===== src/hw/rtl/lef_pkg.sv =====
package lef_pkg;

  // Fixed field widths
  localparam int CHAN_W   = 8;
  localparam int PIX_W    = 3 * CHAN_W;
  localparam int DIM_W    = 11;
  localparam int COORD_W  = 10;
  localparam int TAPS     = 9;
  localparam int CENTER   = 4;

  localparam int CHAN_MAX     = 255;
  localparam int MAX_LINE_DEF = 1024;
  localparam int ROW_CAP      = 1024;
  localparam int MIN_DIM      = 3;

  localparam logic [DIM_W-1:0] WIDTH_RST  = DIM_W'(640);
  localparam logic [DIM_W-1:0] HEIGHT_RST = DIM_W'(480);

  // Configuration register indexes
  typedef enum logic [0:0] {
    REG_FRAME_WIDTH  = 1'b0,
    REG_FRAME_HEIGHT = 1'b1
  } reg_idx_t;

  // Packed pixel, red in the low byte
  typedef logic [PIX_W-1:0] pix_t;

  // Per-request emission info carried down the pipe
  typedef struct packed {
    logic               emit_a;   // window result for (col-1, row-1)
    logic               emit_b;   // right border of the row above
    logic               emit_c;   // bottom row pixel itself
    logic               inner;    // window result is interior
    logic [COORD_W-1:0] col;
    logic [COORD_W-1:0] row;
  } meta_t;

endpackage


===== src/hw/rtl/lef_merge.sv =====
// Collects the three lane results with the request's coordinates and sends
// up to three results, one per cycle while out_stall is low, in the order
// window, right border, bottom row.
module lef_merge
  import lef_pkg::*;
(
  input  logic               clk,
  input  logic               rst_n,
  input  logic               v2,
  input  meta_t              meta2,
  input  pix_t               lap,
  input  logic [COORD_W-1:0] wm1,
  input  logic               out_stall,
  output logic               out_valid,
  output logic [CHAN_W-1:0]  out_red,
  output logic [CHAN_W-1:0]  out_green,
  output logic [CHAN_W-1:0]  out_blue,
  output logic [COORD_W-1:0] out_col,
  output logic [COORD_W-1:0] out_row,
  output logic               out_run_last,
  output logic               take
);

  logic [2:0]         pend_r, pend_nxt;
  pix_t               lap_r;
  logic [COORD_W-1:0] col_r;
  logic [COORD_W-1:0] row_r;

  logic [2:0] low_bit;
  logic       single;
  logic       out_fire;
  pix_t       sel_px;

  assign low_bit   = pend_r & (~pend_r + 3'd1);
  assign single    = (pend_r != 3'b000) && (low_bit == pend_r);
  assign out_valid = (pend_r != 3'b000);
  assign out_fire  = out_valid && !out_stall;
  assign take      = !out_valid || (out_fire && single);

  // Pending result mask
  always_comb begin
    pend_nxt = pend_r;
    priority if (take) begin
      pend_nxt = v2 ? {meta2.emit_c, meta2.emit_b, meta2.emit_a} : 3'b000;
    end else if (out_fire) begin
      pend_nxt = pend_r & ~low_bit;
    end
  end

  always_ff @(posedge clk) begin
    if (!rst_n) begin
      pend_r <= 3'b000;
    end else begin
      pend_r <= pend_nxt;
    end
  end

  // Bundle payload
  always_ff @(posedge clk) begin
    if (take) begin
      lap_r <= meta2.inner ? lap : '0;
      col_r <= meta2.col;
      row_r <= meta2.row;
    end
  end

  // Select the current result
  always_comb begin
    priority if (pend_r[0]) begin
      sel_px  = lap_r;
      out_col = col_r - COORD_W'(1);
      out_row = row_r - COORD_W'(1);
    end else if (pend_r[1]) begin
      sel_px  = '0;
      out_col = wm1;
      out_row = row_r - COORD_W'(1);
    end else begin
      sel_px  = '0;
      out_col = col_r;
      out_row = row_r;
    end
  end

  assign out_red      = sel_px[CHAN_W-1:0];
  assign out_green    = sel_px[2*CHAN_W-1:CHAN_W];
  assign out_blue     = sel_px[3*CHAN_W-1:2*CHAN_W];
  assign out_run_last = single;

endmodule


===== config.mk =====
export PLATFORM = sky130hd
export DESIGN_NAME = lef_merge
export DESIGN_NICKNAME = d
export VERILOG_FILES = /design/src/hw/rtl/lef_pkg.sv /design/src/hw/rtl/lef_merge.sv
export SDC_FILE = /design/constraint.sdc
export NUM_CORES = 1
export LEC_CHECK = 0
export ABC_CLOCK_PERIOD_IN_PS = 8450
export BUFFER_PORTS_ARGS = -buffer_cell sky130_fd_sc_hd__buf_4
export CAP_MARGIN = 20
export CELL_PAD_IN_SITES_DETAIL_PLACEMENT = 1
export CELL_PAD_IN_SITES_GLOBAL_PLACEMENT = 2
export CORE_MARGIN = 2
export CORE_UTILIZATION = 28
export CTS_CLUSTER_DIAMETER = 120
export DETAILED_ROUTE_END_ITERATION = 8
export GPL_ROUTABILITY_DRIVEN = 1
export PLACE_DENSITY = 0.8
export SKIP_LAST_GASP = 1
export SYNTH_ARGS = -nofsm -noshare
export SYNTH_HDL_FRONTEND = slang
export SYNTH_SLANG_ARGS = --single-unit

===== constraint.sdc =====
create_clock -name clk -period 8.45 [get_ports clk]
set_input_delay 1.69 -clock clk [delete_from_list [all_inputs] [get_ports clk]]
set_output_delay 1.69 -clock clk [all_outputs]
set_load 0.02 [all_outputs]

==> metrics.md <==
| Metric | Value |
|---|---|
| WP data required | 6.76 ns |
| GR Util All Layers | 0.126 |
| CP Cell Sequence | buf_4 > maj3_1 > o21ai_4 > buf_4 > buf_4 |
| Post-CTS Setup Inserts | 0 |
| Diodes inserted | 0 |
| FF-to-FF setup slack | 6.48 ns |
| Part of the Yosys area used for sequential elements | 0.577 |
| Post-cts hold buffer count | 0 |
| Rel. slew slack | 0.404 |
| Wire per inst | 14.0 um |
| Routed wire length | 5890 um |
| CTS-repair resized insts | 0 |
| Tmin final | 4.82 ns |
| Final setup viols | 0 |
| CTS sink count | 47 |
| Cell family with most CP delay | buffers and inverters |
| Vias/cell | 4.56 |
| CTS Buf Count | 5 |
| Adder-cell share of the synthesized area | 0.0146 |
| PD cells | 164 nW/um^2 |
| Syn avg cell area | 11.3 um^2 |
| Cell Area, Synth | 2390 um^2 |
| Post-route ant nets | 0 |
| Final hold violation count | 0 |
| CP max stage cell | buf_4 |
| Post-synth EDFFs | 44 |
| HPWL Detailed | 4360 um |
| TritonCTS clock tree | done |
| Critical path launch point | out_stall |
| Worst path buffer plus inverter count | 3 |
| Filler cells | 947 |
| R2R depth | 4 |
| Yosys cell types | 32 |
| Synth Area in Compound Gates | 0.0920 |
| IO Pins | 109 |
| First-pass GRT wire length | 8940 um |
| Initial Utilization | 0.290 |
| Root Buffer | clkbuf_8 |
| Crit path DAT | 3.13 ns |
| Total power | 559 uW |
| Std-Cell Rows | 33 |
| Worst IR Drop VDD | 0.0750 mV |
| Die width | 96.5 um |
| Post-synthesis register bit count | 47 |
| Top_reg_cell synth | edfxtp_1 |
| Top-count cell post-synth | and2_1 |
| CP max stage delay | 0.50 ns |
| Top post-synthesis cells by area | edfxtp_1 (55%), and2_1 (13%), a211oi_1 (3.8%) |
| Setup crit start kind | input pin |
| RR Startpoint | pend_r[1] |
| Fin. max-slew vios | 0 |
| Fmax | 0.207 GHz |
| Max-cap viol count | 0 |
| Multiplexer share of the synthesized area | 0.00418 |
| Multi-input gate area | 952 um^2 |
| Layout area overhead | 42.6% |
| Initial antenna violation count | 0 |
| Worst-margin pin slew | 0.894 ns |
| Ys async rst share | 0 |
| Yosys top cell by area | edfxtp_1 |
| Synth cell count leaders | and2_1 (48), edfxtp_1 (44), a21oi_1 (13) |
| Post-synthesis xor/xnor area fraction | 0.0512 |
| Setup crit end | take |
| Clock transition at path regs | 0.09 ns |
| Largest net degree at the start of global routing | 58 |
| Nets | 378 |
| Core ar. | 8260 um^2 |
| Synth Instances | 211 |
| Top-area cell type share of the netlist area | 0.552 |
| DR pass1 iterations | 4 |
| Crit. End Element | output pin |
| Number of global-route vias before repair | 1936 |
| CP max FO | 45 |
| Most frequent CP cell | buf_4 |
| Htree depth | 2 |
| Sequential cell area | 1380 um^2 |
| DR DRC count | 0 |
| Die area | 9310 um^2 |
| Stages on the worst setup path | 5 |
| Setup CP Type | input pin to output pin |
| First-iteration detailed-routing DRC count | 48 |
| Clk_skew | 0.00991 ns |
| Tightest Hold Check Type | register to register |
| PortBufs | 108 |
| Gpl congestion | 0.729 |
| Yosys warning count | 0 |
| Share of cells above drive strength 1 | 0.397 |
| Combinational family with the most area after synthesis | simple AND/OR/NAND/NOR gates |
| Syn nets | 275 |
| Setup TNS Final | 0 ns |
| Pleak | 0.00145 uW |
| Post-synthesis simple-gate area fraction | 0.231 |
| RSZ-0062 raised after global routing | false |
| GRT overflow | 0 |
| Via count | 1915 |
| Clk_lat worst skew | 0.29 ns |
| Status | complete, no violations |
| Die Ht | 96.5 um |
| Final period util | 0.571 |
| Max clock buf depth | 2 |
| RR Endpoint | col_r[5] |
## sequential cells by signal, summed over array words and instances, names as in the netlist
signal	cells
lap_r	24
col_r	10
row_r	10
pend_r	3
## worst min-delay path, delay by kind of cell, from the launching register on
| family | cells | cell delay [ns] |
|---|---|---|
| flip-flops | 1 | 0.38 |
| AO/OA/AOI/OAI | 2 | 0.15 |
## worst min path at each step
stage	from	end	slack, ns	depth (start not counted)
after global placement	pend_r[2]	pend_r[2]	0.68	2
after CTS	pend_r[2]	pend_r[2]	0.71	2
after floorplan	pend_r[0]	pend_r[2]	0.62	2
after detailed placement	pend_r[2]	pend_r[2]	0.69	2
after global routing	pend_r[1]	pend_r[1]	0.62	2
final	pend_r[1]	pend_r[1]	0.57	2
## cell families after synthesis
| family | Yosys count |
|---|---|
| AOI/OAI and AO/OA | 36 |
| xor gates and xnor gates | 14 |
| adders and majority gates | 3 |
| buffers and inverters | 19 |
| DFF | 47 |
| muxes | 1 |
| and+or+nand+nor | 91 |
## report_power, final
group          internal (uW)  switching, uW  total (uW)
Combinational           63.9           64.3         128
Clock                   58.1           74.8         133
Sequential               282           15.6         297
## layout by cell type (no fill, tap or decap), drive strengths merged, types with 3 or more instances in the layout
| cell | instances |
|---|---|
| o21ai | 7 |
| nand2 | 6 |
| and2 | 48 |
| edfxtp | 44 |
| clkbuf | 6 |
| nor3 | 6 |
| inv | 5 |
| dfxtp | 3 |
| buf | 110 |
| or4 | 3 |
| a21oi | 13 |
| xnor2 | 8 |
| xor2 | 6 |
| nor2 | 9 |
| nor2b | 9 |
| a211oi | 12 |
| nand2b | 3 |
## stage by stage
| step | util | area (um^2) | hold slack, ns | setup WS (ns) | instances |
|---|---|---|---|---|---|
| 2_1_floorplan | - | 2390 | 0.618 | 1.02 | 211 |
| 3_3_place_gp | 0.400 | 3300 | 0.679 | 3.64 | 411 |
| 3_5_place_dp | 0.400 | 3300 | 0.693 | 3.61 | 411 |
| 4_1_cts | 0.410 | 3390 | 0.705 | 3.61 | 419 |
| 5_1_grt | 0.414 | 3420 | 0.621 | 3.53 | 420 |
| 6_report | 0.414 | 3420 | 0.568 | 3.63 | 420 |
## layout make-up
cell class,count,share of cell area
flip-flops and latches,47,0.405
multi-input cells,145,0.279
repair buffers,110,0.248
well taps,105,0.0385
clock buffers,6,0.0212
inverters,5,0.00549
clock inverters,2,0.00366
## routing by layer
layer	vias up	track usage	share of wire
met5	-	0	0
met1	907	0.138	0.38
li1	943	-	-
met4	0	0.0317	0.0058
met3	5	0.0520	0.084
met2	60	0.227	0.53
Note: power is estimated with default switching activity, not from simulation.
