--- config.mk ---
export PLATFORM = sky130hd
export DESIGN_NAME = lef_lane
export DESIGN_NICKNAME = d
export VERILOG_FILES = /design/src/hw/rtl/lef_pkg.sv /design/src/hw/rtl/lef_lane.sv
export SDC_FILE = /design/constraint.sdc
export NUM_CORES = 1
export LEC_CHECK = 0
export BUFFER_PORTS_ARGS = -buffer_cell sky130_fd_sc_hd__buf_4
export CAP_MARGIN = 20
export CORE_MARGIN = 2
export CORE_UTILIZATION = 54
export DETAILED_ROUTE_END_ITERATION = 6
export PLACE_DENSITY_LB_ADDON = 0.12
export SYNTH_ARGS = -nofsm -noshare
export SYNTH_HDL_FRONTEND = slang
export SYNTH_SLANG_ARGS = --single-unit
--- constraint.sdc ---
create_clock -name vclk -period 6.3
set_clock_uncertainty 0.1 [all_clocks]
set_input_delay 0.63 -clock vclk [all_inputs]
set_output_delay 0.63 -clock vclk [all_outputs]
set_load 0.03 [all_outputs]
--- src/hw/rtl/lef_pkg.sv ---
package lef_pkg;

  // Fixed field widths
  localparam int CHAN_W   = 8;
  localparam int PIX_W    = 3 * CHAN_W;
  localparam int DIM_W    = 11;
  localparam int COORD_W  = 10;
  localparam int TAPS     = 9;
  localparam int CENTER   = 4;

  localparam int CHAN_MAX     = 255;
  localparam int MAX_LINE_DEF = 1024;
  localparam int ROW_CAP      = 1024;
  localparam int MIN_DIM      = 3;

  localparam logic [DIM_W-1:0] WIDTH_RST  = DIM_W'(640);
  localparam logic [DIM_W-1:0] HEIGHT_RST = DIM_W'(480);

  // Configuration register indexes
  typedef enum logic [0:0] {
    REG_FRAME_WIDTH  = 1'b0,
    REG_FRAME_HEIGHT = 1'b1
  } reg_idx_t;

  // Packed pixel, red in the low byte
  typedef logic [PIX_W-1:0] pix_t;

  // Per-request emission info carried down the pipe
  typedef struct packed {
    logic               emit_a;   // window result for (col-1, row-1)
    logic               emit_b;   // right border of the row above
    logic               emit_c;   // bottom row pixel itself
    logic               inner;    // window result is interior
    logic [COORD_W-1:0] col;
    logic [COORD_W-1:0] row;
  } meta_t;

endpackage

--- src/hw/rtl/lef_lane.sv ---
// One color channel of the 3x3 Laplacian: 8*center minus the eight neighbors,
// clamped to 0..CHAN_MAX.
module lef_lane
  import lef_pkg::*;
(
  input  logic [CHAN_W-1:0] taps [TAPS],
  output logic [CHAN_W-1:0] result
);

  logic [CHAN_W+2:0]        nbr_sum;
  logic signed [CHAN_W+3:0] diff;

  // Neighbor sum, at most 8*255
  always_comb begin
    nbr_sum = '0;
    for (int i = 0; i < TAPS; i++) begin
      if (i != CENTER) begin
        nbr_sum = nbr_sum + (CHAN_W+3)'(taps[i]);
      end
    end
  end

  assign diff = $signed({1'b0, taps[CENTER], 3'b000}) - $signed({1'b0, nbr_sum});

  // Clamp to pixel range
  always_comb begin
    priority if (diff[CHAN_W+3]) begin
      result = '0;
    end else if (diff > $signed((CHAN_W+4)'(CHAN_MAX))) begin
      result = CHAN_W'(CHAN_MAX);
    end else begin
      result = diff[CHAN_W-1:0];
    end
  end

endmodule

==> impl_metrics.csv, run 1 <==
group,metric,value,unit
run_status,outcome,"finished, final reports clean",
clock_tree,postCtsHoldBufs,0,
layout,regArea,0,µm²
placement,placed_cells,386,
setup_path,crit_path_start_kind,"primary input",
layout,seq_cell_count,0,
setup_path,worstPathMaxFanout,8,
global_route,grt_max_degree,10,
placement,placed_area,0.002933,mm²
min_path,worstHoldStart,"taps[32]",
timing,slew_headroom,67.24,%
logic_synthesis,synth_cells,256,
timing,hold_viol_final,0,
global_route,antenna_found_initial,0,
layout,multiInputGateArea,0.001842,mm²
route,drt_iter0_markers,41,
floorplanning,row_count,23,
route,wl_met1,1.673,mm
timing,drv_slew,0,
floorplanning,ios,80,
setup_path,crit_required,5570,ps
floorplanning,die_y,68.83,µm
logic_synthesis,yosysSeqAreaShare,0,%
setup_path,criticalPathCategory,"primary input to output pin",
route,top_layer_used,"met3",
logic_synthesis,avgSynthCellArea,8.866,µm²
route,firstDrtPassIters,4,
route,routed-via-count,1773,
flow_run,drv_cap,0,
global_route,grt_pass1_vias,1816,
global_route,grt_pass1_wl,7.169,mm
layout,nFillCells,334,
route,route.met2.wl,1.936,mm
route,wire_per_inst,10.07,µm
global_route,globalRouteOverflowTotal,0,
clock_tree,post_cts_resized,0,
min_path,worstHoldPathType,"primary input to output pin",
timing,fmax,178.9,MHz
layout,final_area,0.002933,mm²
clock_tree,cts_setup_buffers,0,
timing,rsz0062_at_grt,"no",
layout,syn2layout_area_growth,29.22,%
floorplanning,core,0.004029,mm²
route,vias_per_cell,4.593,
min_path,whs_endpoint,"result[0]",
timing,setup_violations,0,
floorplanning,die_area,0.004738,mm²
layout,drive_gt1_share,27.08,%
layout,utilization,72.80,%
logic_synthesis,syn_area,0.002270,mm²
floorplanning,start_util,56.34,%
logic_synthesis,synth_warnings,0,
timing,period_share,88.71,%
placement,portBuffers,80,
placement,hpwlAfterDp,3.698,mm
setup_path,arrival,4860,ps
route,ant_nets,0,
global_route,grt_use_total,19.09,%
logic_synthesis,synth.distinct_cells,33,
route,drcViolationCount,0,
setup_path,end_kind,"output pin",
placement,place_congestion,0.8130,
layout,diodes,0,
floorplanning,die_x,68.83,µm
logic_synthesis,syn_nets,400,
timing,tightest_slew,486.9,ps
layout,final_nets,482,
layout,clkbuf_count,0,
route,wl,3.887,mm
min_path,whs_path_depth,4,
route,met3WireLength,276,µm
layout,instances_no_fill,386,
timing,period_needed,5589,ps
timing,final.setup.tns,0,ps
metrics by stage:
stage | hold WS (ps) | setup WS [ps]
final | 1731 | 711.3
after global routing | 1806 | 440.5
after CTS | 1738 | 692.1
after detailed placement | 1731 | 720.4
after global placement | 1737 | 806.5
after floorplan | 1595 | 879.3
metal layers:
layer | global-route usage (%) | vias to the layer above
met5 | 0 | -
met4 | 0.2451 | 0
met3 | 1.136 | 0
met2 | 35.46 | 48
met1 | 26.08 | 813
li1 | - | 912
cells in the mapped netlist:
| cell | instances | area (µm²) |
|---|---|---|
| o211ai_1 | 2 | 15.01 |
| a22o_1 | 1 | 8.760 |
| mux2i_1 | 1 | 10.01 |
| o21bai_2 | 1 | 11.26 |
| a311oi_4 | 1 | 26.28 |
| o31ai_4 | 1 | 21.27 |
| o22ai_1 | 1 | 6.260 |
| ha_1 | 19 | 237.7 |
| a21o_1 | 2 | 15.01 |
| o311a_2 | 1 | 11.26 |
| nand3_1 | 1 | 5.000 |
| o21ai_0 | 4 | 20.02 |
| inv_1 | 114 | 427.9 |
| xnor2_1 | 5 | 43.79 |
| and4b_4 | 1 | 13.76 |
| xnor2_2 | 1 | 16.27 |
| a21oi_1 | 8 | 40.04 |
| nor4b_4 | 1 | 23.77 |
| nor2_1 | 8 | 30.03 |
| a31oi_2 | 1 | 12.51 |
| a21oi_2 | 2 | 17.52 |
| nand2_1 | 4 | 15.01 |
| a41oi_1 | 8 | 70.07 |
| nand2b_1 | 5 | 31.28 |
| fa_1 | 53 | 1061 |
| xor2_1 | 2 | 17.52 |
| nor2b_1 | 1 | 6.260 |
| a211o_1 | 1 | 8.760 |
| nor4_1 | 2 | 12.51 |
| or2b_1 | 1 | 7.510 |
| a211oi_1 | 1 | 7.510 |
| o211ai_2 | 1 | 12.51 |
| or2_1 | 1 | 6.260 |
critical path, stage by stage:
cell and delay, ps:
buf_4 110, fa_1 550, inv_1 60, fa_1 470, fa_1 550, inv_1 60
fa_1 530, inv_1 40, ha_1 380, a21oi_2 230, a21oi_2 100, or2_1 260
a311oi_4 480, a41oi_1 190, buf_4 210
final cells by class:
type	count	share of cell area [%]
multi-input combinational	142	62.80
tap	50	2.133
inverter	114	14.59
timing repair buffer	80	20.48
logic make-up (layout without fill, tap and decap cells):
family | Yosys count | count (layout) | share of synthesized area (%)
xor gates and xnor gates | 8 | 8 | 3.418
and+or+nand+nor | 25 | 25 | 6.670
adders and majority gates | 72 | 72 | 57.22
buffers and inverters | 114 | 194 | 18.85
AOI/OAI and AO/OA | 36 | 36 | 13.40
muxes | 1 | 1 | 0.4410
cells in the final DEF, fill, tap and decap left out, types with 2 or more instances in the layout:
cell,instances
xnor2_1,5
buf_4,80
ha_1,19
a21o_1,2
o21ai_0,4
nand2b_1,5
nor2_1,8
xor2_1,2
a21oi_1,8
nand2_1,4
inv_1,114
nor4_1,2
o211ai_1,2
a21oi_2,2
fa_1,53
a41oi_1,8
how the worst max path moves through the flow:
stage | startpoint | end | slack, ps
2_1_floorplan | taps[3] | result[6] | 880
3_3_place_gp | taps[19] | result[0] | 810
3_5_place_dp | taps[19] | result[6] | 720
4_1_cts | taps[19] | result[6] | 690
5_1_grt | taps[3] | result[6] | 440
6_report | taps[19] | result[6] | 710
Power of run 1 is left out: the tool's default activity adds up to more than one toggle a clock period on the data nets, which glitch-free logic cannot reach.
==> inputs of run 2 (changes only) <==
--- a/config.mk
+++ b/config.mk
@@ -5,6 +5,7 @@
 export SDC_FILE = /design/constraint.sdc
 export NUM_CORES = 1
 export LEC_CHECK = 0
+export ABC_AREA = 1
 export BUFFER_PORTS_ARGS = -buffer_cell sky130_fd_sc_hd__buf_4
 export CAP_MARGIN = 20
 export CORE_MARGIN = 2
==> run 2 against run 1 <==
Flip-flop and latch count is the same. Worst hold slack lost 33 ps. Fmax grew 8.6%. Non-clock buffer count is the same. Cell area grew 0.73%. Sequential share of layout area is the same. First-iteration DRC count shrank 54%. Die area grew 0.89%. Global-route usage shrank 0.093 points. Synthesized cell count grew 19%. Cell count grew 13%. Largest cell class unchanged. Highest routed layer unchanged.
==> impl_metrics.csv, run 2 <==
group,metric,value,unit
pwr,clkPwrFrac,0,%
floorplanning,start_util,56.86,%
setup_path,arrival,4420,ps
layout,final_nets,531,
timing,whs,1698,ps
floorplanning,die_area,0.004780,mm²
placement,place_congestion,0.8321,
route,wl,3.981,mm
logic_synthesis,synthTopCellsByArea,"fa_1 (46%), inv_1 (22%), ha_1 (10%)",
run_status,outcome,"finished, final reports clean",
logic_synthesis,synth_cells,305,
global_route,grt_pass1_wl,7.872,mm
timing,period_needed,5145,ps
timing,drv_slew,0,
route,drt_iter0_markers,19,
logic_synthesis,avgSynthCellArea,7.511,µm²
global_route,antenna_found_initial,0,
timing,fmax,194.4,MHz
route,wire_per_inst,9.152,µm
placement,hpwlAfterDp,3.855,mm
pwr,p_int,639.8,µW
flow_run,drv_cap,0,
clock_tree,post_cts_resized,0,
layout,seq_cell_count,0,
floorplanning,die_x,69.14,µm
route,vias_per_cell,4.354,
pwr,peakVddDrop,392.6,µV
logic_synthesis,syn_area,0.002291,mm²
global_route,grt_use_total,18.99,%
pwr,swShare,61.00,%
layout,syn2layout_area_growth,28.95,%
logic_synthesis,post-synth-top-area-cell,"fa_1",
pwr,combPwrFrac,100.0,%
logic_synthesis,synth_warnings,0,
setup_path,crit_path_start_kind,"primary input",
timing,period_share,81.67,%
min_path,whs_path_depth,5,
pwr,leakage,0.001858,µW
timing,setup_violations,0,
logic_synthesis,synth.most_common_cell,"inv_1",
clock_tree,cts_setup_buffers,0,
logic_synthesis,syn_nets,449,
layout,clkbuf_count,0,
timing,rsz0062_at_grt,"no",
floorplanning,row_count,23,
setup_path,criticalPathCategory,"primary input to output pin",
route,drcViolationCount,0,
min_path,worstHoldPathType,"primary input to output pin",
setup_path,end_kind,"output pin",
logic_synthesis,synth_common_cells,"inv_1 (133), fa_1 (53), nand2_1 (42), nor2_1 (24), ha_1 (19)",
clock_tree,postCtsHoldBufs,0,
min_path,worstHoldStart,"taps[32]",
layout,layout_commonest_cell,"inv_1",
logic_synthesis,synth_top_area_share,46.31,%
timing,tightest_slew,372.4,ps
global_route,globalRouteOverflowTotal,0,
setup_path,crit_required,5570,ps
floorplanning,core,0.004029,mm²
logic_synthesis,synth.distinct_cells,18,
layout,drive_gt1_share,22.86,%
route,firstDrtPassIters,4,
layout,diodes,0,
pwr,seqPwrFrac,0,%
logic_synthesis,yosysSeqAreaShare,0,%
floorplanning,die_y,69.14,µm
min_path,whs_endpoint,"result[0]",
layout,nFillCells,328,
timing,hold_viol_final,0,
layout,regArea,0,µm²
global_route,grt_pass1_vias,2064,
floorplanning,ios,80,
global_route,grt_max_degree,12,
pwr,power_density,555.4,mW/mm²
placement,portBuffers,80,
route,routed-via-count,1894,
setup_path,worstPathMaxFanout,8,
timing,slew_headroom,75.17,%
layout,final_cell_mix,"inv_1 (133), buf_4 (80), fa_1 (53)",
route,ant_nets,0,
timing,final.setup.tns,0,ps
pwr,power_switching,1001,µW
## run 2: power by group through the flow
| stage | combinational, µW | clock, µW | sequential (µW) |
|---|---|---|---|
| final | 1640 | 0 | 0 |
| after global routing | 1890 | 0 | 0 |
| after global placement | 1630 | 0 | 0 |
| after floorplan | 1290 | 0 | 0 |
| after detailed placement | 1650 | 0 | 0 |
| after CTS | 1660 | 0 | 0 |
## run 2: per-stage QoR
stage	total power [µW]	std cells	cell area (µm²)	worst slack [ps]	util [%]
2_1_floorplan	1290	305	2291	1344	-
3_3_place_gp	1630	435	2954	1152	73.32
3_5_place_dp	1652	435	2954	1140	73.32
4_1_cts	1663	435	2954	1127	73.32
5_1_grt	1893	435	2954	893.9	73.32
6_report	1641	435	2954	1155	73.32
## run 2: cell type report
cell class | count | area [µm²] | area share, %
multi-input combinational | 172 | 1792 | 60.65
inverter | 133 | 499.2 | 16.90
tap | 50 | 62.56 | 2.118
timing repair buffer | 80 | 600.6 | 20.33
## run 2: cell families after synthesis
| logic type | after synthesis | synth area share [%] |
|---|---|---|
| adder cells (fa/ha/maj) | 72 | 56.69 |
| XOR/XNOR | 10 | 3.823 |
| AO/OA/AOI/OAI | 10 | 2.840 |
| buffers and inverters | 133 | 21.79 |
| AND/OR/NAND/NOR | 80 | 14.86 |
## run 2: critical path: stages
cell      delay [ps]
buf_4            110
fa_1             530
inv_1             50
fa_1             480
fa_1             550
inv_1             60
fa_1             530
inv_1             40
ha_1             340
nand2_1           80
nand2_1           60
o21bai_1         180
nand2_1           80
nand2_1           90
a41oi_2          320
nor2_1           100
buf_4            180
## run 2: metal layers
| metal | wire, µm | GRT usage (%) |
|---|---|---|
| met1 | 1521 | 22.04 |
| met2 | 2306 | 39.42 |
| met3 | 152 | 1.023 |
| met4 | 0 | 0.8715 |
| met5 | 0 | 0 |
## run 2: how the worst max path moves through the flow
stage,start,cells past startpoint,to,slack (ps)
2_1_floorplan,taps[15],17,result[1],1340
3_3_place_gp,taps[10],17,result[3],1150
3_5_place_dp,taps[10],17,result[2],1140
4_1_cts,taps[10],17,result[2],1130
5_1_grt,taps[10],19,result[0],890
6_report,taps[10],17,result[4],1150
Power figures use the tool's default switching activity.
